## src/sv/imm_pkg.sv

```systemverilog
package imm_pkg;

    localparam int MAX_DIM = 8;
    localparam int DIM_W   = $clog2(MAX_DIM);
    localparam int ADDR_W  = 2 * DIM_W;
    localparam int DEPTH   = MAX_DIM * MAX_DIM;
    localparam int DATA_W  = 32;
    localparam int CFG_W   = 4;
    localparam int OP_W    = 2;

    localparam logic [OP_W-1:0] OP_WRITE_A = 2'd0;
    localparam logic [OP_W-1:0] OP_WRITE_B = 2'd1;
    localparam logic [OP_W-1:0] OP_COMPUTE = 2'd2;

    localparam logic CFG_NUM_ROWS = 1'b0;
    localparam logic CFG_NUM_COLS = 1'b1;

    typedef struct packed {
        logic              a_we;
        logic              b_we;
        logic [ADDR_W-1:0] wr_addr;
        logic              rd_en;
        logic [ADDR_W-1:0] a_rd_addr;
        logic [ADDR_W-1:0] b_rd_addr;
        logic              first_term;
        logic              last_term;
        logic              out_load;
        logic [DIM_W-1:0]  out_row;
        logic [DIM_W-1:0]  out_col;
        logic              out_last;
    } imm_cmd_t;

    typedef struct packed {
        logic dot_done;
        logic out_free;
    } imm_status_t;

    // register value 0 acts as 1, above MAX_DIM acts as MAX_DIM
    function automatic logic [CFG_W-1:0] clamp_dim(input logic [CFG_W-1:0] v);
        logic [CFG_W-1:0] r;
        if (v == '0) begin
            r = CFG_W'(1);
        end else if (v > CFG_W'(MAX_DIM)) begin
            r = CFG_W'(MAX_DIM);
        end else begin
            r = v;
        end
        return r;
    endfunction

endpackage

```

## src/sv/imm_dpath.sv

```systemverilog
module imm_dpath
    import imm_pkg::*;
(
    input  logic                     aclk,
    input  logic                     aresetn,
    input  imm_cmd_t                 cmd,
    input  logic signed [DATA_W-1:0] s_element_value,
    output imm_status_t              status,
    output logic                     m_valid,
    input  logic                     m_ready,
    output logic [DIM_W-1:0]         m_out_row,
    output logic [DIM_W-1:0]         m_out_col,
    output logic signed [DATA_W-1:0] m_product_value,
    output logic                     m_last
);

    logic [DATA_W-1:0] a_mem [DEPTH];
    logic [DATA_W-1:0] b_mem [DEPTH];

    logic [DATA_W-1:0]   a_q_reg, b_q_reg;
    logic                rd_valid_reg, rd_first_reg, rd_last_reg;
    logic [DATA_W-1:0]   prod_low;
    logic [DATA_W-1:0]   prod_reg;
    logic                mul_valid_reg, mul_first_reg, mul_last_reg;
    logic [DATA_W-1:0]   acc_reg, acc_next;

    logic                     m_valid_reg;
    logic [DIM_W-1:0]         m_row_reg, m_col_reg;
    logic signed [DATA_W-1:0] m_value_reg;
    logic                     m_last_reg;

    always_ff @(posedge aclk) begin
        if (cmd.a_we) begin
            a_mem[cmd.wr_addr] <= s_element_value;
        end
        if (cmd.b_we) begin
            b_mem[cmd.wr_addr] <= s_element_value;
        end
        if (cmd.rd_en) begin
            a_q_reg <= a_mem[cmd.a_rd_addr];
            b_q_reg <= b_mem[cmd.b_rd_addr];
        end
    end

    // only the low word of the product matters; sign does not affect it
    assign prod_low = a_q_reg * b_q_reg;
    assign acc_next = (mul_first_reg ? '0 : acc_reg) + prod_reg;

    always_ff @(posedge aclk) begin
        prod_reg <= prod_low;
        if (mul_valid_reg) begin
            acc_reg <= acc_next;
        end
        rd_first_reg  <= cmd.first_term;
        rd_last_reg   <= cmd.last_term;
        mul_first_reg <= rd_first_reg;
        mul_last_reg  <= rd_last_reg;
    end

    always_ff @(posedge aclk) begin
        if (!aresetn) begin
            rd_valid_reg  <= 1'b0;
            mul_valid_reg <= 1'b0;
        end else begin
            rd_valid_reg  <= cmd.rd_en;
            mul_valid_reg <= rd_valid_reg;
        end
    end

    assign status.dot_done = mul_valid_reg && mul_last_reg;
    assign status.out_free = !m_valid_reg || m_ready;

    always_ff @(posedge aclk) begin
        if (!aresetn) begin
            m_valid_reg <= 1'b0;
        end else if (cmd.out_load) begin
            m_valid_reg <= 1'b1;
        end else if (m_ready) begin
            m_valid_reg <= 1'b0;
        end
    end

    always_ff @(posedge aclk) begin
        if (cmd.out_load) begin
            m_row_reg   <= cmd.out_row;
            m_col_reg   <= cmd.out_col;
            m_value_reg <= acc_reg;
            m_last_reg  <= cmd.out_last;
        end
    end

    assign m_valid         = m_valid_reg;
    assign m_out_row       = m_row_reg;
    assign m_out_col       = m_col_reg;
    assign m_product_value = m_value_reg;
    assign m_last          = m_last_reg;

endmodule

```

## config.mk

```make
export PLATFORM = sky130hd
export DESIGN_NAME = imm_dpath
export DESIGN_NICKNAME = d
export VERILOG_FILES = /design/src/sv/imm_pkg.sv /design/src/sv/imm_dpath.sv
export SDC_FILE = /design/constraint.sdc
export NUM_CORES = 2
export LEC_CHECK = 0
export BUFFER_PORTS_ARGS = -buffer_cell sky130_fd_sc_hd__buf_2
export CORE_ASPECT_RATIO = 1.25
export CORE_MARGIN = 5
export CORE_UTILIZATION = 50
export DETAILED_ROUTE_END_ITERATION = 6
export GPL_TIMING_DRIVEN = 0
export PLACE_DENSITY = 0.61
export SKIP_CTS_REPAIR_TIMING = 1
export SKIP_LAST_GASP = 1
export SYNTH_ARGS = -nofsm -noshare
export SYNTH_HDL_FRONTEND = slang
export SYNTH_SLANG_ARGS = --single-unit
```

## constraint.sdc

```tcl
create_clock -name aclk -period 8.8 [get_ports aclk]
set_input_delay 0.44 -clock aclk [delete_from_list [all_inputs] [get_ports aclk]]
set_output_delay 0.44 -clock aclk [all_outputs]
set_load 0.02 [all_outputs]
```

; ---- Word level (Yosys, flattened, before mapping)
; Memory sizes are Yosys's and may differ from the RTL's. A register that Yosys moved wholly into a read port is not among the register bits.
; Cells that the tools add are included.
[op_classes]
add_sub_neg = 1
n_mul = 1
muxes = 7
n_reduce_logical = 4
[ops]
columns = op, n
row1 = 32-bit adder, 1
row2 = 32-bit by 32-bit multiplier with 32-bit output, 1
row3 = 32-bit two-way mux, 1
row4 = 1-bit two-way mux, 6
row5 = 2-bit nonzero test, 1
row6 = 1-bit logical AND, 1
row7 = 1-bit zero test, 1
row8 = 1-bit logical OR, 1
[word_totals]
register_bits = 110
ramBits = 4096
out_inout_bits = 42
mem_count = 2
[mem_list]
columns = memory, words, width, rd, rd_clocked_by_memory_dff, write_ports, line_no
row1 = a_mem, 64, 32, 1, 1, 1, imm_dpath.sv:17  ; logic [DATA_W-1:0] a_mem [DEPTH];
row2 = b_mem, 64, 32, 1, 1, 1, imm_dpath.sv:18  ; logic [DATA_W-1:0] b_mem [DEPTH];

; ---- Depth between registers and ports, before layout
[logic_depth]
depth_word = 2
depth_mapped = 26
ltp_nobuf = 25

; ---- Worst setup path after synthesis
; No wires, ideal clock.
[synth_timing]
path_kind = register to register
from = reg b_q_reg[2] (read register of b_mem)
to = reg prod_reg[30]
setup_time_ns = 0.072
arrival_ns = 6.547
required_ns = 8.728
slack_ns = 2.181
stages_incl_launch_ff = 24
period_less_slack_ns = 6.619
cell_sequence = edfxtp_1 > clkbuf_1 > clkbuf_1 > and2_1 > fa_1 > inv_1 > fa_1 > fa_1 > fa_1 > inv_1 > ha_1 > ha_1 > fa_1 > fa_1 > ha_1 > a21o_1 > a211o_1 > a2111oi_2 > a21oi_1 > a211oi_2 > a21oi_1 > a211o_1 > a21oi_1 > xnor2_1
[synth_via]
elab_chain_cells = 1
[synth_rtl]
columns = item, line_no
row1 = "start, declared", imm_dpath.sv:20  ; logic [DATA_W-1:0] a_q_reg, b_q_reg;
row2 = 32-bit by 32-bit multiplier with 32-bit output, imm_dpath.sv:46  ; assign prod_low = a_q_reg * b_q_reg;
row3 = via prod_low[30], imm_dpath.sv:22  ; logic [DATA_W-1:0] prod_low;
row4 = "end signal, assigned", imm_dpath.sv:50  ; prod_reg <= prod_low;
row5 = "end, declared", imm_dpath.sv:23  ; logic [DATA_W-1:0] prod_reg;
; The timed path passes the listed nets, and every way through them passes these cells.
; A chain may end at the register's enable or synchronous reset.

; ---- Worst setup path after layout
[layout_timing]
from = reg b_q_reg[3] (read register of b_mem)
to = reg prod_reg[30]
; Same word-level chain as after synthesis.

==> results.yml <==
floorplan:
  placeableCoreArea_mm2: 0.3535
  fp-row-count: 244
  initial_core_util_pct: 50.20
  ios: 108
  die-width_um: 542.9
  die_h_um: 676.1
  fp.dieArea_mm2: 0.3670
power_and_ir_drop:
  pwr_density_cell_mw_per_mm2: 341.3
  leakage_nw: 65.50
  irDropWorstVdd_mv: 2.274
  p_total_w: 0.06918
placed_design:
  placement.io_buffers: 91
  gp_congestion: 0.9010
  detailedPlace.worstSlack_ns: 0.2665
  dp_cells: 13000
  placed_cell_area_mm2: 0.1887
  dp_hpwl_um: 340100
logic_synthesis:
  synth_area_leaders: "edfxtp_1, mux4_2, fa_1"
  synthDominantAreaCellType: "edfxtp_1"
  top_count_cell_post_synth: "edfxtp_1"
  synth.top_cells.by_count: "edfxtp_1, mux4_2, fa_1"
  yosys_most_used_dff: "edfxtp_1"
  synth_top_area_share_pct: 71.59
  register_area_share_after_synthesis_pct: 72.03
  synth-seq-cells: 4270
  synthesis.nets: 8705
  synth_cell_types: 55
  synthesis.area_per_instance_um2: 21.97
  yosysWarningCount: 0
  postSynth.asyncResetShare_pct: 0
  mapped_cells: 8076
  post_synth_instance_area_mm2: 0.1775
  synth_edf_count: 4231
timing:
  unrepaired_setup_endpoints_after_global_routing: "false"
  hold_viol: 0
  final.setup_skew_ns: 0.06193
  min_period_ns: 8.367
  setup_viol: 0
  number_of_max_slew_violations_in_the_final_report: 0
  post-route-period-util_pct: 95.08
  fmax_mhz: 119.5
  finalWorstSetupSlack_ns: 0.4327
  worst-slew-pin-transition_ns: 1.434
  timing.setup.tns_ns: 0
  slew_headroom_pct: 4.398
layout:
  reg_top3: "a_mem x2048, b_mem x2048"
  design_area_mm2: 0.2027
  fin_nets: 9408
  fill_cells: 25910
  final_layout_size_suffix_gt1_share_pct: 26.91
  post_layout_nonfiller_instances: 13930
  area_growth_pct: 14.21
route:
  routedWlPerCell_um: 35.39
  post_drt_via_cell_ratio: 6.144
  routed-via-count: 85580
  drt_first_pass_iters: 6
  dr.first_iter.drc_count: 10220
  drt-total-wl_um: 492900
  final_antenna_net_count: 0
  drcViolationCount: 0
global_route:
  grt_antenna_before_repair: 76
  grt_max_degree: 97
  grt_pass1_wl_um: 689400
  grt_overflow: 0
  grtUsageTotal_pct: 26.98
  first_global_vias: 88860
cts:
  clk_pin_slew_worst_paths_ns: 0.06
  tritoncts_num_sinks: 4270
  cts_buffer_depth: 4
  cts_root_buffer: "clkbuf_16"
  numCtsBuffers: 414
  maximum_level_of_the_cts_h_tree: 5
  clk-insertion-delay-late_ns: 0.98
  tritoncts: "yes"
setup_path:
  crit_required_ns: 9.59
  cp-end-kind: "register"
  cp_data_arrival_time_ns: 9.16
  worst-setup-path-type: "register to register"
  cp_max_fo: 10
  critical_path.startpoint_type: "register"
min_path:
  hold_path.class: "input pin to register"
run_status:
  run_status: "complete, no violations"
run:
  cap_viol_max_count: 0
stage by stage:
stage,hold slack [ns],utilization [%]
2_1_floorplan,0.3096,-
3_3_place_gp,0.3132,51.98
3_5_place_dp,0.3207,53.37
4_1_cts,-0.4757,57.14
5_1_grt,0.01277,57.32
6_report,0.04172,57.33
kinds of logic after synthesis:
family                   Yosys count  share of synthesized area, %
flip-flops                      4270                         72.03
multiplexers                    1356                         17.05
AND/OR/NAND/NOR                  830                         2.326
buffers and inverters            787                         1.734
adder cells (fa/ha/maj)          563                         5.700
AO/OA/AOI/OAI                    155                        0.5908
XOR/XNOR                         115                        0.5676
where the power goes:
group | switching [W] | internal [W] | total [W]
clock network | 0.00771 | 0.00990 | 0.0176
logic | 0.0160 | 0.0123 | 0.0283
registers | 0.000165 | 0.0231 | 0.0233
final timing paths:
kind              slack, ns                start  depth (start not counted)            end
hold reg to reg        0.33         rd_first_reg                          0  mul_first_reg
setup reg to reg       0.43           b_q_reg[3]                         23   prod_reg[30]
hold / removal         0.04  s_element_value[26]                          1  a_mem[54][26]
setup / recovery       0.43           b_q_reg[3]                         23   prod_reg[30]
final cells by class:
type                    count  area [um2]  area share, %
multi-input cells        3019       47520          23.44
inverters                 380        1426         0.7037
plain buffers             406        1683         0.8303
diodes                    133       332.8         0.1642
clock inverters           269        2569          1.267
repair buffers            288        4737          2.337
well taps                4674        5848          2.885
clock buffers             491       10730          5.296
flip-flops and latches   4270      127800          63.07
worst max-delay path, stage by stage (launching register included):
cell and delay, ns:
edfxtp_1 0.35, clkbuf_1 0.37, clkbuf_1 0.88, and2_1 0.27, fa_1 0.42, inv_1 0.08, fa_1 0.43, fa_1 0.48
fa_1 0.54, inv_1 0.04, ha_1 0.26, ha_1 0.29, fa_1 0.50, fa_1 0.41, ha_1 0.36, a21o_1 0.21
a211o_1 0.33, a2111oi_2 0.45, a21oi_1 0.17, a211oi_2 0.41, a21oi_1 0.25, a211o_1 0.31, a21oi_1 0.17, xnor2_1 0.24
placed cells by master (no fill, tap or decap), types with 99 or more instances in the layout:
cell type,count
fa_1,409
clkinv_1,99
and2_1,313
ha_1,154
inv_1,380
edfxtp_1,4231
mux4_2,1332
clkbuf_1,314
nand2_1,262
nor2_4,128
clkbuf_16,418
buf_2,160
diode_2,133
per-layer routing:
layer,vias to the layer above,GRT usage [%],wire [um]
met4,22,11.81,24300
met5,-,0,140
met3,786,4.742,38120
met1,46610,34.59,177900
li1,34290,-,-
met2,3883,45.75,252400
Note: power is estimated with default switching activity, not from simulation.
