==> src/sv/imm_pkg.sv <==
package imm_pkg;

    localparam int MAX_DIM = 8;
    localparam int DIM_W   = $clog2(MAX_DIM);
    localparam int ADDR_W  = 2 * DIM_W;
    localparam int DEPTH   = MAX_DIM * MAX_DIM;
    localparam int DATA_W  = 32;
    localparam int CFG_W   = 4;
    localparam int OP_W    = 2;

    localparam logic [OP_W-1:0] OP_WRITE_A = 2'd0;
    localparam logic [OP_W-1:0] OP_WRITE_B = 2'd1;
    localparam logic [OP_W-1:0] OP_COMPUTE = 2'd2;

    localparam logic CFG_NUM_ROWS = 1'b0;
    localparam logic CFG_NUM_COLS = 1'b1;

    typedef struct packed {
        logic              a_we;
        logic              b_we;
        logic [ADDR_W-1:0] wr_addr;
        logic              rd_en;
        logic [ADDR_W-1:0] a_rd_addr;
        logic [ADDR_W-1:0] b_rd_addr;
        logic              first_term;
        logic              last_term;
        logic              out_load;
        logic [DIM_W-1:0]  out_row;
        logic [DIM_W-1:0]  out_col;
        logic              out_last;
    } imm_cmd_t;

    typedef struct packed {
        logic dot_done;
        logic out_free;
    } imm_status_t;

    // register value 0 acts as 1, above MAX_DIM acts as MAX_DIM
    function automatic logic [CFG_W-1:0] clamp_dim(input logic [CFG_W-1:0] v);
        logic [CFG_W-1:0] r;
        if (v == '0) begin
            r = CFG_W'(1);
        end else if (v > CFG_W'(MAX_DIM)) begin
            r = CFG_W'(MAX_DIM);
        end else begin
            r = v;
        end
        return r;
    endfunction

endpackage

==> src/sv/imm_ctrl.sv <==
module imm_ctrl
    import imm_pkg::*;
(
    input  logic              aclk,
    input  logic              aresetn,
    input  logic              cfg_we,
    input  logic              cfg_index,
    input  logic [CFG_W-1:0]  cfg_wdata,
    input  logic              s_valid,
    output logic              s_ready,
    input  logic [OP_W-1:0]   s_opcode,
    input  logic [DIM_W-1:0]  s_row_index,
    input  logic [DIM_W-1:0]  s_col_index,
    input  imm_status_t       status,
    output imm_cmd_t          cmd
);

    localparam logic [1:0] ST_IDLE  = 2'd0;
    localparam logic [1:0] ST_ISSUE = 2'd1;
    localparam logic [1:0] ST_DRAIN = 2'd2;
    localparam logic [1:0] ST_EMIT  = 2'd3;

    logic [1:0]       state_reg, state_next;
    logic [DIM_W-1:0] i_reg, i_next;
    logic [DIM_W-1:0] j_reg, j_next;
    logic [DIM_W-1:0] k_reg, k_next;
    logic [CFG_W-1:0] rows_cfg_reg, cols_cfg_reg;
    logic [CFG_W-1:0] rows, cols;
    logic             k_at_end, j_at_end, i_at_end;
    logic             row_ok_a, row_ok_b, col_ok;

    assign rows = clamp_dim(rows_cfg_reg);
    assign cols = clamp_dim(cols_cfg_reg);

    assign k_at_end = ({1'b0, k_reg} == cols - CFG_W'(1));
    assign j_at_end = ({1'b0, j_reg} == cols - CFG_W'(1));
    assign i_at_end = ({1'b0, i_reg} == rows - CFG_W'(1));

    assign row_ok_a = ({1'b0, s_row_index} < rows);
    assign row_ok_b = ({1'b0, s_row_index} < cols);
    assign col_ok   = ({1'b0, s_col_index} < cols);

    always_ff @(posedge aclk) begin
        if (!aresetn) begin
            rows_cfg_reg <= CFG_W'(MAX_DIM);
            cols_cfg_reg <= CFG_W'(MAX_DIM);
        end else if (cfg_we) begin
            if (cfg_index == CFG_NUM_ROWS) begin
                rows_cfg_reg <= cfg_wdata;
            end else begin
                cols_cfg_reg <= cfg_wdata;
            end
        end
    end

    always_ff @(posedge aclk) begin
        if (!aresetn) begin
            state_reg <= ST_IDLE;
            i_reg     <= '0;
            j_reg     <= '0;
            k_reg     <= '0;
        end else begin
            state_reg <= state_next;
            i_reg     <= i_next;
            j_reg     <= j_next;
            k_reg     <= k_next;
        end
    end

    always_comb begin
        state_next = state_reg;
        i_next     = i_reg;
        j_next     = j_reg;
        k_next     = k_reg;
        s_ready    = 1'b0;

        cmd            = '0;
        cmd.wr_addr    = {s_row_index, s_col_index};
        cmd.a_rd_addr  = {i_reg, k_reg};
        cmd.b_rd_addr  = {k_reg, j_reg};
        cmd.first_term = (k_reg == '0);
        cmd.last_term  = k_at_end;
        cmd.out_row    = i_reg;
        cmd.out_col    = j_reg;
        cmd.out_last   = i_at_end && j_at_end;

        case (state_reg)
            ST_IDLE: begin
                s_ready = 1'b1;
                if (s_valid) begin
                    case (s_opcode)
                        OP_WRITE_A: cmd.a_we = row_ok_a && col_ok;
                        OP_WRITE_B: cmd.b_we = row_ok_b && col_ok;
                        OP_COMPUTE: begin
                            i_next     = '0;
                            j_next     = '0;
                            k_next     = '0;
                            state_next = ST_ISSUE;
                        end
                        default: ;
                    endcase
                end
            end
            ST_ISSUE: begin
                cmd.rd_en = 1'b1;
                if (k_at_end) begin
                    k_next     = '0;
                    state_next = ST_DRAIN;
                end else begin
                    k_next = k_reg + DIM_W'(1);
                end
            end
            ST_DRAIN: begin
                if (status.dot_done) begin
                    state_next = ST_EMIT;
                end
            end
            ST_EMIT: begin
                if (status.out_free) begin
                    cmd.out_load = 1'b1;
                    if (j_at_end) begin
                        j_next = '0;
                        i_next = i_reg + DIM_W'(1);
                    end else begin
                        j_next = j_reg + DIM_W'(1);
                    end
                    state_next = (i_at_end && j_at_end) ? ST_IDLE : ST_ISSUE;
                end
            end
            default: state_next = ST_IDLE;
        endcase
    end

endmodule

==> config.mk <==
export PLATFORM = sky130hd
export DESIGN_NAME = imm_ctrl
export DESIGN_NICKNAME = d
export VERILOG_FILES = /design/src/sv/imm_pkg.sv /design/src/sv/imm_ctrl.sv
export SDC_FILE = /design/constraint.sdc
export NUM_CORES = 1
export LEC_CHECK = 0
export BUFFER_PORTS_ARGS = -buffer_cell sky130_fd_sc_hd__buf_2
export CAP_MARGIN = 20
export CORE_MARGIN = 8
export CORE_UTILIZATION = 53
export CTS_CLUSTER_DIAMETER = 60
export DETAILED_ROUTE_END_ITERATION = 7
export GPL_TIMING_DRIVEN = 0
export PLACE_DENSITY = 0.87
export SYNTH_ARGS = -nofsm -noshare
export SYNTH_HDL_FRONTEND = slang
export SYNTH_SLANG_ARGS = --single-unit
==> constraint.sdc <==
create_clock -name aclk -period 3.3 [get_ports aclk]
set_input_delay 0.165 -clock aclk [delete_from_list [all_inputs] [get_ports aclk]]
set_output_delay 0.165 -clock aclk [all_outputs]
set_load 0.02 [all_outputs]
# Word level (Yosys, flattened, before mapping)
# Index checks and enable logic that the tools add are counted.
dict set report op_classes {
  magnitude_cmp 5
  addsub 5
  n_reduce_logical 16
  mux 29
  n_eq_ne 14
  bitwise_logic 1
}
# cell n
set op_table {}
lappend op_table {{$mux 3} 7}
lappend op_table {{$pmux 3 s2} 3}
lappend op_table {{$mux 4} 4}
lappend op_table {{$mux 2} 7}
lappend op_table {{$eq 3x4->1} 3}
lappend op_table {{$lt 3x4->1} 3}
lappend op_table {{$ne 2x2->1 const B} 5}
lappend op_table {{$reduce_and 5->1} 2}
lappend op_table {{$add 3x1->3 const B} 3}
lappend op_table {{$gt 4x4->1 const B} 2}
lappend op_table {{$logic_not 4->1} 2}
lappend op_table {{$pmux 2 s4} 1}
lappend op_table {{$sub 4x1->4 const B} 2}
lappend op_table {{$mux 1} 7}
lappend op_table {{$eq 2x2->1 const B} 3}
lappend op_table {{$eq 2x1->1 const B} 2}
lappend op_table {{$logic_not 2->1} 2}
lappend op_table {{$reduce_and 2->1} 2}
lappend op_table {{$reduce_and 4->1} 1}
lappend op_table {{$reduce_bool 2->1} 2}
lappend op_table {{$logic_and 1x1->1} 3}
lappend op_table {{$logic_not 3->1} 1}
lappend op_table {{$reduce_and 3->1} 1}
lappend op_table {{$ne 2x1->1 const B} 1}
lappend op_table {{$not 1->1} 1}
dict set report word_totals {
  input_bits 19
  out_inout_bits 32
  elab_cells 76
  regBits 19
}

# Longest topological paths before layout
# Gate-level depths: netlist of the first run.
dict set report depth {
  ltp_word 9
  ltp_mapped 9
  ltp_nobuf 9
}

# Worst setup path before layout of the first run
# No wires, ideal clock.
dict set report synth_timing {
  kind {register -> register}
  from {register cols_cfg_reg[3]}
  to {register state_reg[0]}
  path_buffers 1
  path_slack_ns 0.907
  setup_time_ns 0.147
  arrival_time_ns 2.246
  period_less_slack_ns 2.393
  path_stages_with_launch 9
  required_time_ns 3.153
  cell_sequence {dfxtp_1 -> clkbuf_2 -> or2b_1 -> ha_1 -> xnor2_1 -> a21oi_1 -> nand3_1 -> a311oi_1 -> o21ai_2}
}
# element line
set synth_lines {}
lappend synth_lines {{start, declared} imm_ctrl.sv:27} ;# logic [CFG_W-1:0] rows_cfg_reg, cols_cfg_reg;
lappend synth_lines {{start signal, assigned} imm_ctrl.sv:46} ;# cols_cfg_reg <= CFG_W'(MAX_DIM);
lappend synth_lines {{start signal, assigned} imm_ctrl.sv:51} ;# cols_cfg_reg <= cfg_wdata;
lappend synth_lines {{end signal, assigned} imm_ctrl.sv:63} ;# state_reg <= state_next;
lappend synth_lines {{end, declared} imm_ctrl.sv:23} ;# logic [1:0] state_reg, state_next;

==> results of run 1 <==
[metrics by stage]
step	hold slack [ns]	cell area [um^2]	utilization, %
6_report	0.1081	1853	67.20
5_1_grt	0.1062	1853	67.20
4_1_cts	0.1051	1853	67.20
3_5_place_dp	0.4162	1827	66.24
3_3_place_gp	0.3963	1827	66.24
2_1_floorplan	0.2890	1538	-
[logic make-up after synthesis]
| family | share of synthesized area [%] |
|---|---|
| buffers and inverters | 11.80 |
| adders and majority gates | 12.21 |
| and+or+nand+nor | 26.28 |
| AOI/OAI and AO/OA | 18.63 |
| xor gates and xnor gates | 4.068 |
| muxes | 2.278 |
| DFF | 24.74 |
[routing by layer]
layer / vias to the layer above / GRT usage, % / routed length [um]
met5: - / 0 / 0
met4: 0 / 6.696 / 63
met3: 6 / 3.531 / 292
met2: 52 / 27.41 / 1845
met1: 690 / 16.83 / 1538
li1: 785 / - / -
[final cells by class]
cell class	count	area (um^2)
well taps	31	38.79
inverters	12	45.04
clock buffers	4	26.28
plain buffers	20	136.4
flip-flops and latches	19	380.4
fillers	267	904.6
multi-input cells	148	975.9
repair buffers	50	250.2
[tightest hold or removal path: stages]
cell and delay [ns]:
sky130_fd_sc_hd__buf_2 0.09, sky130_fd_sc_hd__nand2_1 0.04, sky130_fd_sc_hd__nand3_1 0.07
[power by group through the flow]
stage / Clock, W / Sequential, W / Combinational, W
after floorplan: 0 / 0.000261 / 0.000162
after CTS: 0.000121 / 0.000258 / 0.000225
after detailed placement: 0 / 0.000263 / 0.000224
final: 0.000119 / 0.000258 / 0.000223
after global placement: 0 / 0.000262 / 0.000216
after global routing: 0.000130 / 0.000262 / 0.000247
[how the worst min path moves through the flow]
stage | endpoint | slack [ns] | cells after the start
final | rows_cfg_reg[3]$_SDFFE_PN1P_ | 0.11 | 3
after global routing | cols_cfg_reg[1]$_SDFFE_PN0P_ | 0.11 | 3
after CTS | rows_cfg_reg[3]$_SDFFE_PN1P_ | 0.11 | 3
after detailed placement | rows_cfg_reg[3]$_SDFFE_PN1P_ | 0.42 | 3
after global placement | rows_cfg_reg[3]$_SDFFE_PN1P_ | 0.40 | 3
after floorplan | rows_cfg_reg[3]$_SDFFE_PN1P_ | 0.29 | 2
[cells in the mapped netlist, types with 2 or more instances]
cell type,instances
sky130_fd_sc_hd__nand3b_1,3
sky130_fd_sc_hd__clkbuf_1,3
sky130_fd_sc_hd__nor3b_1,2
sky130_fd_sc_hd__nand2b_1,7
sky130_fd_sc_hd__mux2i_1,2
sky130_fd_sc_hd__o21ai_1,2
sky130_fd_sc_hd__inv_1,11
sky130_fd_sc_hd__a21oi_1,17
sky130_fd_sc_hd__buf_4,16
sky130_fd_sc_hd__a31oi_1,2
sky130_fd_sc_hd__nor3_1,5
sky130_fd_sc_hd__nor2b_1,7
sky130_fd_sc_hd__o21a_1,2
sky130_fd_sc_hd__ha_1,15
sky130_fd_sc_hd__xnor3_1,2
sky130_fd_sc_hd__xnor2_1,2
sky130_fd_sc_hd__and3_1,2
sky130_fd_sc_hd__nand2_1,28
sky130_fd_sc_hd__nor2_1,12
sky130_fd_sc_hd__nand3_1,8
sky130_fd_sc_hd__o21ai_0,9
sky130_fd_sc_hd__dfxtp_1,19
sky130_fd_sc_hd__a21o_1,2
==> run summary, run 1 <==
The maximum number of buffers from clock root to sink is 2. The largest net degree at the start of global routing was 11; the switching part of the total power was 36.20%. For this run, the number of standard cells in the final layout without fillers is 284.

Of the cells placed in the final design, the portion with a size suffix greater than 1 is 29.64%. The critical path class is reg2out. For the max-slew violation count, the log shows 0. 0 antenna diodes ended up in the layout. After detailed routing, the number of vias per cell comes to 5.398. After routing, the total negative slack on setup checks comes to 0 ns. The residual overflow from global routing is 0, and the total number of cells along the worst setup path is 8. Data on the critical path is required at its endpoint by 3.13 ns. The library cell used most frequently in the layout, excluding fill and tap cells, is sky130_fd_sc_hd__buf_2. Across the run, the number of max-cap violations was 0. The final weighted congestion in routability-driven placement came out at 0.8146. The library cell with the largest summed area after synthesis was sky130_fd_sc_hd__dfxtp_1.

The run gives 0.3660 mV as the highest ir drop seen on vdd. The endpoint kind of the worst setup timing path was an output pin. Of the synthesized area, sequential elements account for 24.74%.

The initial standard-cell utilization of the core is 55.76%. The tools report the I/O pin count as 51. Counting flops with a built-in enable in the synthesized netlist gives 0. The count of H-tree levels built during CTS is 1, and the number of library cell types mapped by synthesis is 44.

For this run, asynchronously set or reset flops after synthesis account for 0%. The worst path needs 2.871 ns of the cycle, external delays included. The setup check on the worst reg-to-reg path leaves a slack of 0.86 ns. The final clock period utilization by the worst path works out to 87.00%. Delay of the slowest critical-path stage: 0.50 ns. TritonCTS built the clock tree. Setup repair after global routing left no endpoint under its margin. The gate family responsible for the most delay along the worst path is compound AO/OA/AOI/OAI gates.

Compared with the post-synthesis result, the final layout area differs by 20.50%. The post-synthesis instance area is 1538 um^2. Among all flip-flop cells after synthesis, the most frequent one is sky130_fd_sc_hd__dfxtp_1. The worst setup path is launched from a register.

The run gives 19 as the sink count of the clock tree. At the pin with the least slew margin, the transition time is 0.5686 ns. The internal portion of the total power is 0.0003829 W. Total clock buffers created by CTS: 3. The post-placement worst setup slack was 0.7689 ns; the horizontal die dimension was 69.87 um. For the maximum achievable frequency, the log shows 0.3483 GHz.

The number of nets still failing antenna checks after routing is 0, and the die height is 69.87 um. When the netlist entered floorplanning its net count stood at 233. The number of placed cells counting well taps is 280. The detailed placement HPWL is 3.086 mm. The area inside the core boundary is 2758 um^2. Setup violations remaining at the end of the flow were counted as 0. Summed over its instances, the top area cell type makes up 24.74% of the synthesized netlist area. For this run, the total global-route usage over all layers was measured as 15.36%. Ranked by total cell area, the synthesized netlist is headed by sky130_fd_sc_hd__dfxtp_1, sky130_fd_sc_hd__ha_1, sky130_fd_sc_hd__buf_4, sky130_fd_sc_hd__nand2_1, sky130_fd_sc_hd__a21oi_1. The smallest setup slack after layout came out at 0.4291 ns. In this run, the clock network consumes 19.8% of the power. The tools report the number of vias after detailed routing as 1533. In the routed design, unresolved DRC markers number 0. Clock-pin slew was measured on the worst setup and hold paths at 0.11 ns. Number of warnings reported in the yosys synthesis log: 0.

The kind of path behind the tightest hold check is in2reg. For the switching power summed over all nets, the log shows 0.0002172 W. The wire length after detailed routing was 3.740 mm; the depth of the worst register-to-register path was 9. In this run the tool buffered the top-level ports with 50 buffer cells.

For this design the ratio of total power to cell area is 323.9 nW/um^2. For the worst setup path, the data arrival time is 2.71 ns. In this run the most critical hold path is launched from cfg_wdata[3].

Row generation in the floorplan step produced 19 rows. The slowest cell on the critical path was sky130_fd_sc_hd__a311oi_1. The design draws 0.0006001 W. The number of setup buffers added after CTS is 0. The detailed router finished its first iteration with 51 violations. The detail-routed net length per standard cell works out to 13.17 um.

Of the total power, registers draw 43.0%. Clock latency on the worst-skew pair, taken at its later pin, is 0.30 ns. After synthesis the netlist holds a flip-flop and latch count of 19.

For the number of global-route vias before repair, the log shows 1501. The worst register-to-register path ends at i_reg[2]$_SDFFE_PN0P_. The die covers 4881 um^2. The flow ran to the end, and the final reports show no timing, DRC or antenna violations. The maximum net fanout on the critical path came out at 4. The library cells used most frequently in the layout, excluding fill and tap cells, are sky130_fd_sc_hd__buf_2, sky130_fd_sc_hd__nand2_1, sky130_fd_sc_hd__dfxtp_1, sky130_fd_sc_hd__a21oi_1, sky130_fd_sc_hd__buf_4. The cell sitting at the root of the clock tree is a sky130_fd_sc_hd__clkbuf_4. For the number of instances in the synthesized netlist, the log shows 199.

The first detailed-routing pass ran for 4 iterations. For the initial antenna violation count, the log shows 0. Worst setup path startpoint: cols_cfg_reg[1]$_SDFFE_PN0P_.

In this run the tightest slew margin relative to its limit is 61.69%. The buffers plus inverters on the worst setup path is 1, and the combinational share of power is 37.2%. The leakage power of the design is 0.9241 nW. Dividing the synthesized area by the synthesized cell count gives 7.727 um^2.

The final layout net count is 288. The launching point of the worst reg2reg path was cols_cfg_reg[1]$_SDFFE_PN0P_. In this run the worst setup path terminates at cmd[0]. Traced cell by cell, the critical path runs through o21bai_1 -> nand2b_1 -> ha_1 -> xnor2_1 -> a21oi_1 -> nand3_1 -> a311oi_1 -> buf_2. The first global-routing pass estimated 6.520 mm of wire.

The number of buffers inserted for hold repair after clock tree synthesis came out at 0. The logs give 0 for the number of hold violations in the final report and 0 for the quantity of gates resized following cts. For the final database, setup skew stands at 0.005554 ns.
Power figures use the tool's default switching activity.
==> run 2, diff against run 1 <==
--- a/config.mk
+++ b/config.mk
@@ -8,11 +8,11 @@
 export BUFFER_PORTS_ARGS = -buffer_cell sky130_fd_sc_hd__buf_2
 export CAP_MARGIN = 20
 export CORE_MARGIN = 8
-export CORE_UTILIZATION = 53
+export CORE_UTILIZATION = 45
 export CTS_CLUSTER_DIAMETER = 60
 export DETAILED_ROUTE_END_ITERATION = 7
 export GPL_TIMING_DRIVEN = 0
-export PLACE_DENSITY = 0.87
+export PLACE_DENSITY = 0.76
 export SYNTH_ARGS = -nofsm -noshare
 export SYNTH_HDL_FRONTEND = slang
 export SYNTH_SLANG_ARGS = --single-unit
==> run 2 against run 1 <==
  * Via count is 3.5% lower
  * Maximum frequency up 0.74%
  * Clock-buffer cell count shrank 1
  * Die area is 14% higher
  * Final cell count up 5.3%
  * Critical path type unchanged
==> run summary, run 2 (synthesized netlist as in run 1, its figures left out) <==
For the max-cap check violation count, the log shows 0 (unchanged). Die height: 74.46 um (was 69.87 um). The clock latency reported for the late side of the worst-skew pair was 0.30 ns (about the same); the share of layout cells above drive strength 1 was 30.04% (was 29.64%). The required time at the endpoint of the critical path was 3.13 ns (about the same); the count of H-tree levels built during CTS was 1 (unchanged). The delay of the slowest critical-path stage is 0.53 ns (was 0.50 ns). The floorplan die area is 5544 um^2 (was 4881 um^2).

The leakage power of the design is 0.9268 nW (was 0.9241 nW). The length of the first detailed-routing pass in iterations was 4 (unchanged). The maximum number of buffers from clock root to sink came out at 2 (unchanged). The logs give 21 (was 19) for the placement row count and 339 (was 267) for the fill cell instance count of the final layout. Setup fix buffers added after clock tree synthesis: 0 (unchanged). The max-slew violation count came out at 0 (unchanged). Slowest cell on the critical path: sky130_fd_sc_hd__a311oi_1 (unchanged). The power per unit of standard cell area came out at 318.8 nW/um^2 (was 323.9 nW/um^2). The critical path class was reg2out (unchanged).

The worst path arrival time was 2.68 ns (was 2.71 ns). The number of diodes came out at 0 (unchanged). Cell-by-cell trace of the critical path: clkbuf_2 -> or2b_1 -> ha_1 -> xnor2_1 -> a21oi_1 -> nand3_1 -> a311oi_1 -> buf_2 (was o21bai_1 -> nand2b_1 -> ha_1 -> xnor2_1 -> a21oi_1 -> nand3_1 -> a311oi_1 -> buf_2). Final clock period utilization by the worst path: 86.36% (was 87.00%). The area inside the core boundary was 3311 um^2 (was 2758 um^2); the initial antenna violation count was 0 (unchanged). The logs give 0.1012 ns (was 0.1081 ns) for the worst slack on hold paths and 58.77% (was 61.69%) for the worst slew slack as a fraction of its limit. The detail-routed net length per standard cell was 12.05 um (was 13.17 um). The number of hold violations in the final report came out at 0 (unchanged). The minimum period implied by the final worst setup slack works out to 2.850 ns (was 2.871 ns). The clock slew seen by the registers of the worst setup and hold paths works out to 0.11 ns (about the same).

For the cell-internal power, the log shows 0.0003810 W (was 0.0003829 W). TritonCTS built the clock tree. The run gives 51 (unchanged) as the I/O pin count.

The final weighted congestion in routability-driven placement was 0.8448 (was 0.8146). The multi-input gate area in the final layout was 975.9 um^2 (unchanged). For the quantity of gates resized following cts, the log shows 0 (unchanged).

The count of buffers from port buffering is 50 (unchanged), and the share of total power in sequential cells is 43.2% (was 43.0%). The DRC violation count after routing is 0 (unchanged). For the combinational share of power, the log shows 36.9% (was 37.2%). The tools report the number of failing setup endpoints in the final timing report as 0 (unchanged). Kind of path behind the tightest hold check: in2reg (unchanged). The count of routing violations after the opening detailed-route iteration was 38 (was 51); the synthesis-to-finish area growth was 21.81% (was 20.50%). The run gives 288 (unchanged) as the final layout net count. The endpoint kind of the worst setup timing path was an output pin (unchanged). Wire length after detailed routing: 3.603 mm (was 3.740 mm).

The run gives 380.4 um^2 (unchanged) as the footprint of the flip-flops and latches. The switching part of the total power works out to 36.21% (was 36.20%). The worst setup skew after layout came out at 0.003610 ns (was 0.005554 ns). Number of vias per cell after detailed routing: 4.946 (was 5.398). Total clock buffers created by CTS: 3 (unchanged). The library cell used as clock root buffer was sky130_fd_sc_hd__clkbuf_4 (unchanged).

The number of vias after detailed routing was 1479 (was 1533); the maximum net fanout on the critical path was 10 (was 4). The logs give 0 (unchanged) for the residual overflow from global routing and 19.9% (was 19.8%) for the clock share of power. The setup TNS came out at 0 ns (unchanged). The slew of the pin with the lowest slew margin came out at 0.6119 ns (was 0.5686 ns). Most used cells in the layout excluding fill and tap cells: sky130_fd_sc_hd__buf_2, sky130_fd_sc_hd__nand2_1, sky130_fd_sc_hd__dfxtp_1, sky130_fd_sc_hd__a21oi_1, sky130_fd_sc_hd__buf_4 (unchanged). The highest ir drop seen on vdd was 0.1750 mV (was 0.3660 mV); the number of nets still failing antenna checks after routing was 0 (unchanged).

The launching element type of the critical path was a register (unchanged). The maximum achievable frequency is 0.3509 GHz (was 0.3483 GHz). Initial standard-cell utilization of the core: 46.45% (was 55.76%). The first-pass GRT wire length is 5.733 mm (was 6.520 mm), and the sink count of the clock tree is 19 (unchanged). The horizontal die dimension is 74.46 um (was 69.87 um), and the number of global-route vias before repair is 1296 (was 1501). The commonest non-fill, non-tap cell in the layout was sky130_fd_sc_hd__buf_2 (unchanged).

For the detailed placement HPWL, the log shows 2.971 mm (was 3.086 mm). The tools report the number of buffers inserted for hold repair after clock tree synthesis as 0 (unchanged). The overall fraction of global-route tracks in use came out at 12.92% (was 15.36%). Switching power summed over all nets: 0.0002162 W (was 0.0002172 W). For the largest net degree at the start of global routing, the log shows 12 (was 11). Setup repair after global routing left no endpoint under its margin.

The flow ran to the end, and the final reports show no timing, DRC or antenna violations.
[run 2: cell count changes in the layout (fill, tap and decap cells not counted)]
cell,before,now
sky130_fd_sc_hd__clkbuf_1,4,3
sky130_fd_sc_hd__clkinv_2,0,1
[run 2: worst paths after layout]
| kind | start | end | slack [ns] | cells after the start |
|---|---|---|---|---|
| setup / recovery | cols_cfg_reg[3]$_SDFFE_PN1P_ | cmd[0] | 0.45 | 8 |
| setup reg to reg | cols_cfg_reg[3]$_SDFFE_PN1P_ | i_reg[2]$_SDFFE_PN0P_ | 0.93 | 9 |
| hold / removal | cfg_wdata[3] | rows_cfg_reg[3]$_SDFFE_PN1P_ | 0.10 | 3 |
| hold reg to reg | cols_cfg_reg[0]$_SDFFE_PN0P_ | cols_cfg_reg[0]$_SDFFE_PN0P_ | 0.48 | 2 |
[run 2: cell type report]
type                       instances  share of cell area [%]
multi-input combinational        148                   52.10
sequential                        19                   20.31
timing repair buffer              50                   13.36
buffer                            20                   7.281
tap                               46                   3.073
inverter                          12                   2.405
clock buffer                       3                   1.202
clock inverter                     1                  0.2672
[run 2: layer usage]
| layer | track usage, % | up-vias | wire length [um] |
|---|---|---|---|
| met5 | 0 | - | 0 |
| met4 | 5.000 | 0 | 34 |
| met3 | 3.369 | 2 | 321 |
| met2 | 21.01 | 40 | 1665 |
| met1 | 15.76 | 655 | 1581 |
| li1 | - | 782 | - |
[run 2: critical path, delay by kind of cell (launching register included)]
kind,cells,cell delay [ns]
fa+ha+maj,1,0.34
simple gates,2,0.46
flops,1,0.32
buf+inv,2,0.45
xor+xnor,1,0.14
compound gates,2,0.68
[run 2: power groups by stage]
stage / Combinational [W] / Sequential (W) / Clock (W)
after floorplan: 0.000162 / 0.000261 / 0
after global placement: 0.000218 / 0.000262 / 0
after detailed placement: 0.000221 / 0.000264 / 0
after CTS: 0.000222 / 0.000258 / 0.000122
after global routing: 0.000244 / 0.000260 / 0.000134
final: 0.000220 / 0.000258 / 0.000119
[run 2: stage by stage]
stage | area [um^2] | std cells | setup slack (ns) | power, W | util [%]
global route | 1873 | 299 | 0.2331 | 0.0006376 | 56.58
CTS | 1873 | 299 | 0.4356 | 0.0006023 | 56.58
detailed placement | 1846 | 295 | 0.7907 | 0.0004843 | 55.74
finish | 1873 | 299 | 0.4502 | 0.0005972 | 56.58
floorplan | 1538 | 199 | 0.9074 | 0.0004228 | -
global placement | 1846 | 295 | 0.7872 | 0.0004804 | 55.74
